### src/sv/lrfm_pkg.sv
`default_nettype none
package lrfm_pkg;

  localparam int TABLE_DEPTH = 256;
  localparam int MAX_FILES   = 64;

  localparam int IDX_W  = (TABLE_DEPTH > 1) ? $clog2(TABLE_DEPTH) : 1;
  localparam int CNT_AW = (MAX_FILES > 1) ? $clog2(MAX_FILES) : 1;
  localparam int CNT_W  = $clog2(TABLE_DEPTH + 1);
  localparam int KEY_W  = 64;
  localparam int FILE_W = 6;
  localparam int ENT_W  = KEY_W + FILE_W + 1;

  localparam logic [2:0] ACT_INSERT = 3'd0;
  localparam logic [2:0] ACT_LOOKUP = 3'd1;
  localparam logic [2:0] ACT_REMOVE = 3'd2;
  localparam logic [2:0] ACT_LOCK   = 3'd3;
  localparam logic [2:0] ACT_UNLOCK = 3'd4;

  localparam logic [2:0] ST_OK        = 3'd0;
  localparam logic [2:0] ST_DUP       = 3'd1;
  localparam logic [2:0] ST_LOCKED    = 3'd2;
  localparam logic [2:0] ST_NOT_FOUND = 3'd3;
  localparam logic [2:0] ST_FULL      = 3'd4;
  localparam logic [2:0] ST_RANGE     = 3'd5;

  typedef enum logic [2:0] {
    S_IDLE,
    S_SCAN,
    S_CNT,
    S_EXEC,
    S_OUT
  } state_e;

  typedef struct packed {
    logic load;
    logic scan;
    logic cnt_rd;
    logic exec;
  } cmd_t;

  typedef struct packed {
    logic scan_done;
  } sts_t;

  function automatic logic [8:0] sat_count(input logic [CNT_W-1:0] c);
    logic [31:0] w;
    w = 32'(c);
    return (w > 32'd511) ? 9'd511 : w[8:0];
  endfunction

endpackage
`default_nettype wire

### src/sv/lrfm_ctrl.sv
`default_nettype none
module lrfm_ctrl (
  input  wire          clk_i,
  input  wire          rst_ni,
  input  wire          in_valid_i,
  output logic         in_stall_o,
  output logic         out_valid_o,
  input  wire          out_stall_i,
  input  lrfm_pkg::sts_t sts_i,
  output lrfm_pkg::cmd_t cmd_o
);
  import lrfm_pkg::*;

  state_e state_q, state_d;

  always_ff @(posedge clk_i or negedge rst_ni) begin
    if (!rst_ni) begin
      state_q <= S_IDLE;
    end else begin
      state_q <= state_d;
    end
  end

  always_comb begin
    state_d = state_q;
    case (state_q)
      S_IDLE: if (in_valid_i) state_d = S_SCAN;
      S_SCAN: if (sts_i.scan_done) state_d = S_CNT;
      S_CNT:  state_d = S_EXEC;
      S_EXEC: state_d = S_OUT;
      S_OUT:  if (!out_stall_i) state_d = S_IDLE;
      default: state_d = S_IDLE;
    endcase
  end

  always_comb begin
    cmd_o       = '0;
    in_stall_o  = 1'b1;
    out_valid_o = 1'b0;
    case (state_q)
      S_IDLE: begin
        in_stall_o = 1'b0;
        cmd_o.load = in_valid_i;
      end
      S_SCAN: cmd_o.scan = 1'b1;
      S_CNT:  cmd_o.cnt_rd = 1'b1;
      S_EXEC: cmd_o.exec = 1'b1;
      S_OUT:  out_valid_o = 1'b1;
      default: in_stall_o = 1'b1;
    endcase
  end

endmodule
`default_nettype wire

### config.mk
export PLATFORM = sky130hd
export DESIGN_NAME = lrfm_ctrl
export DESIGN_NICKNAME = d
export VERILOG_FILES = /design/src/sv/lrfm_pkg.sv /design/src/sv/lrfm_ctrl.sv
export SDC_FILE = /design/constraint.sdc
export NUM_CORES = 1
export LEC_CHECK = 0
export ABC_CLOCK_PERIOD_IN_PS = 970
export BUFFER_PORTS_ARGS = -buffer_cell sky130_fd_sc_hd__buf_2
export CAP_MARGIN = 20
export CORE_AREA = 5 5 42 44
export DETAILED_ROUTE_END_ITERATION = 7
export DIE_AREA = 0 0 47 49
export MAX_ROUTING_LAYER = met4
export SYNTH_ARGS = -nofsm -noshare
export SYNTH_HDL_FRONTEND = slang
export SYNTH_SLANG_ARGS = --single-unit
export TNS_END_PERCENT = 50
### constraint.sdc
create_clock -name clk_i -period 0.97 [get_ports clk_i]
set_input_delay 0.0485 -clock clk_i [delete_from_list [all_inputs] [get_ports clk_i]]
set_output_delay 0.0485 -clock clk_i [all_outputs]
set_load 0.05 [all_outputs]
==> impl_metrics.yaml <==
outcome:
  status: "finished with violations"
  violations: "negative setup slack"
global_routing:
  antenna_found_initial: 0
  grt_pass1_vias: 227
  grt_use_total_pct: 6.15
  grt_pass1_wl_um: 862
  grt_overflow_total: 0
  grt_max_degree: 8
sta:
  setup_slack_ns: -0.337
  slew_headroom_pct: 83.6
  fin_crit_sh_pct: 135
  worst_pin_slew_ns: 0.247
  clock.fmax_mhz: 765
  whs_ns: 0.0294
  drv_slew: 0
  period_needed_ns: 1.31
  skew_ns: 0.00163
  hold_viol: 0
  rsz0062_at_grt: "yes"
  finalSetupViolations: 9
floorplanning:
  die_area_um2: 2300
  start_util_pct: 12.9
  core_um2: 1400
  io_pins: 11
  die_x_um: 47
  rows: 14
  die_h_um: 49
power_and_ir_drop:
  p_sw_share_pct: 47.8
  p_int_mw: 0.910
  cellPowerDensity_nw_per_um2: 4180
  p_leak_nw: 0.202
  p_total_mw: 1.74
  combPwrFrac_pct: 74.1
  p_seq_share_pct: 13.0
  switchingPower_mw: 0.833
  clkPwrFrac_pct: 12.9
  ir_worst_vdd_uv: 1030
final_layout:
  largest_reg_flops: 3
  insertedDiodeCount: 0
  finalNetCount: 45
  area_growth_pct: 130
  top_regs: "state_q (3)"
  fill_cells: 170
  multi_input_area_um2: 138
  regMostFlops: "state_q"
  drive_gt1_share_pct: 79.5
  ff_latch_area_um2: 77.6
logic_synthesis:
  syn-num-nets: 22
  synth_commonest_cells: "dfrtp_1, nand2b_1, nor2_1, nor3b_2"
  synth-edff-count: 0
  synth_top_area_cell: "dfrtp_1"
  synthArstFlopShare_pct: 100
  synth_seq_cells: 3
  synth-main-ff-cell: "dfrtp_1"
  yosysSeqAreaShare_pct: 41.4
  synth_top_cell_area_share_pct: 41.4
  yosys_warnings: 0
  ys_top_cells_by_area: "dfrtp_1, nor3b_2, nand2b_1"
  synthMostInstantiatedCell: "dfrtp_1"
  syn_inst: 17
  synth.distinct_cells: 12
  synth.cell_area_um2: 181
  syn_area_per_cell_um2: 10.7
placed_design:
  portBuffers: 10
  gp_congestion: 0.700
clocking:
  cts.clk_slew.worst_paths_ns: 0.04
  cts_tree: "built"
  clock_path_buffers: 2
  clock_sinks: 3
  cts_buffers: 3
  clock_latency_ns: 0.24
  cts-root-buf: "clkbuf_4"
  htreeDepth: 1
routing:
  drc: 0
  vias: 214
  firstDrtPassIters: 1
  avgViaCountPerCell: 3.89
  drt-initial-drc-count: 0
  wl_per_cell_um: 10.6
  wl_um: 581
  ant_nets: 0
setup_path:
  critPathArrivalTime_ns: 1.26
  crit_type: "flip-flop to output pin"
  critPathLaunch: "state_q[1]"
  rr_startpoint: "state_q[2]"
  endpoint_kind: "output pin"
  start_kind: "flip-flop"
  r2r.worst_path.cells: 5
  crit_fanout: 2
  r2r_setup_slack_ns: -0.21
  r2r-end: "state_q[2]"
  setup.worst_path.end: "cmd_o[3]"
  crit_required_ns: 0.92
worst_hold_path:
  hold_path.class: "primary input to flip-flop"
flow_run:
  maxCapViolCount: 0
worst min-delay path by stage:
stage | depth (start not counted) | from | endpoint
2_1_floorplan | 0 | rst_ni | state_q[0]
5_1_grt | 2 | out_stall_i | state_q[2]
6_report | 2 | out_stall_i | state_q[2]
3_5_place_dp | 1 | rst_ni | state_q[2]
3_3_place_gp | 1 | rst_ni | state_q[2]
4_1_cts | 2 | out_stall_i | state_q[2]
stage by stage:
step           cells  TNS [ns]  instance area (µm²)  setup WS, ns  util (%)
6_report          55     -1.95                  417        -0.337      29.7
5_1_grt           55     -2.25                  417        -0.359      29.7
4_1_cts           53     -1.94                  394        -0.344      28.1
3_5_place_dp      47    -0.858                  304        -0.175      21.7
3_3_place_gp      47    -0.801                  304        -0.165      21.7
2_1_floorplan     17    -0.961                  204        -0.293         -
metal layers:
layer	GRT usage [%]	routed length, µm	vias up
met2	7.69	298	10
met1	5.99	217	98
li1	-	-	104
met4	6.91	15	0
met5	-	0	-
met3	3.32	50	2
timing repair:
item / CTS / global route
hold endpoints to repair: 3 / 0
setup buffers: 1 / 2
endpoints found under the setup margin: 9 / 9
pin swaps: 2 / 2
resized for setup: 12 / 2
hold buffers: 1 / 0
power groups by stage:
stage	clock network (mW)	logic (mW)	registers, mW
after global placement	0	1.03	0.218
final	0.225	1.29	0.226
after global routing	0.235	1.36	0.232
after floorplan	0	0.687	0.291
after detailed placement	0	1.03	0.219
after CTS	0.234	1.23	0.217
cells by family (layout without fill, tap and decap cells):
group | after synthesis | in the layout | synth area share, %
DFF | 3 | 3 | 41.4
AOI/OAI and AO/OA | 3 | 3 | 13.1
and+or+nand+nor | 10 | 10 | 43.5
buffers and inverters | 1 | 23 | 2.07
final cells by class:
class                      instances  area share (%)
tap                               16            4.80
timing repair buffer              18            36.3
inverter                           1           0.901
multi-input combinational         13            33.0
clock buffer                       4            6.31
sequential                         3            18.6
worst max-delay path, cell delays in order, from the launching register on:
cell and delay [ns]:
dfrtp_2 0.40, or3_4 0.38, nor2_4 0.09, buf_6 0.15
cell usage in the layout, fill, tap and decap left out:
master         synthesis  layout
or2_2                  1       1
buf_6                  0       7
dlygate4sd3_1          0       1
buf_2                  0       5
inv_1                  1       1
or3_4                  1       1
nor2_2                 1       1
nand2b_4               0       1
and3b_2                1       1
nor2_4                 0       1
o32ai_2                0       1
a21o_1                 1       1
o21bai_1               1       1
clkbuf_4               0       3
nor2_1                 2       1
clkbuf_1               0       1
buf_4                  0       5
dfrtp_1                3       1
nand2b_1               2       1
dfrtp_2                0       2
nor3b_4                0       2
Note: power is estimated with default switching activity, not from simulation.
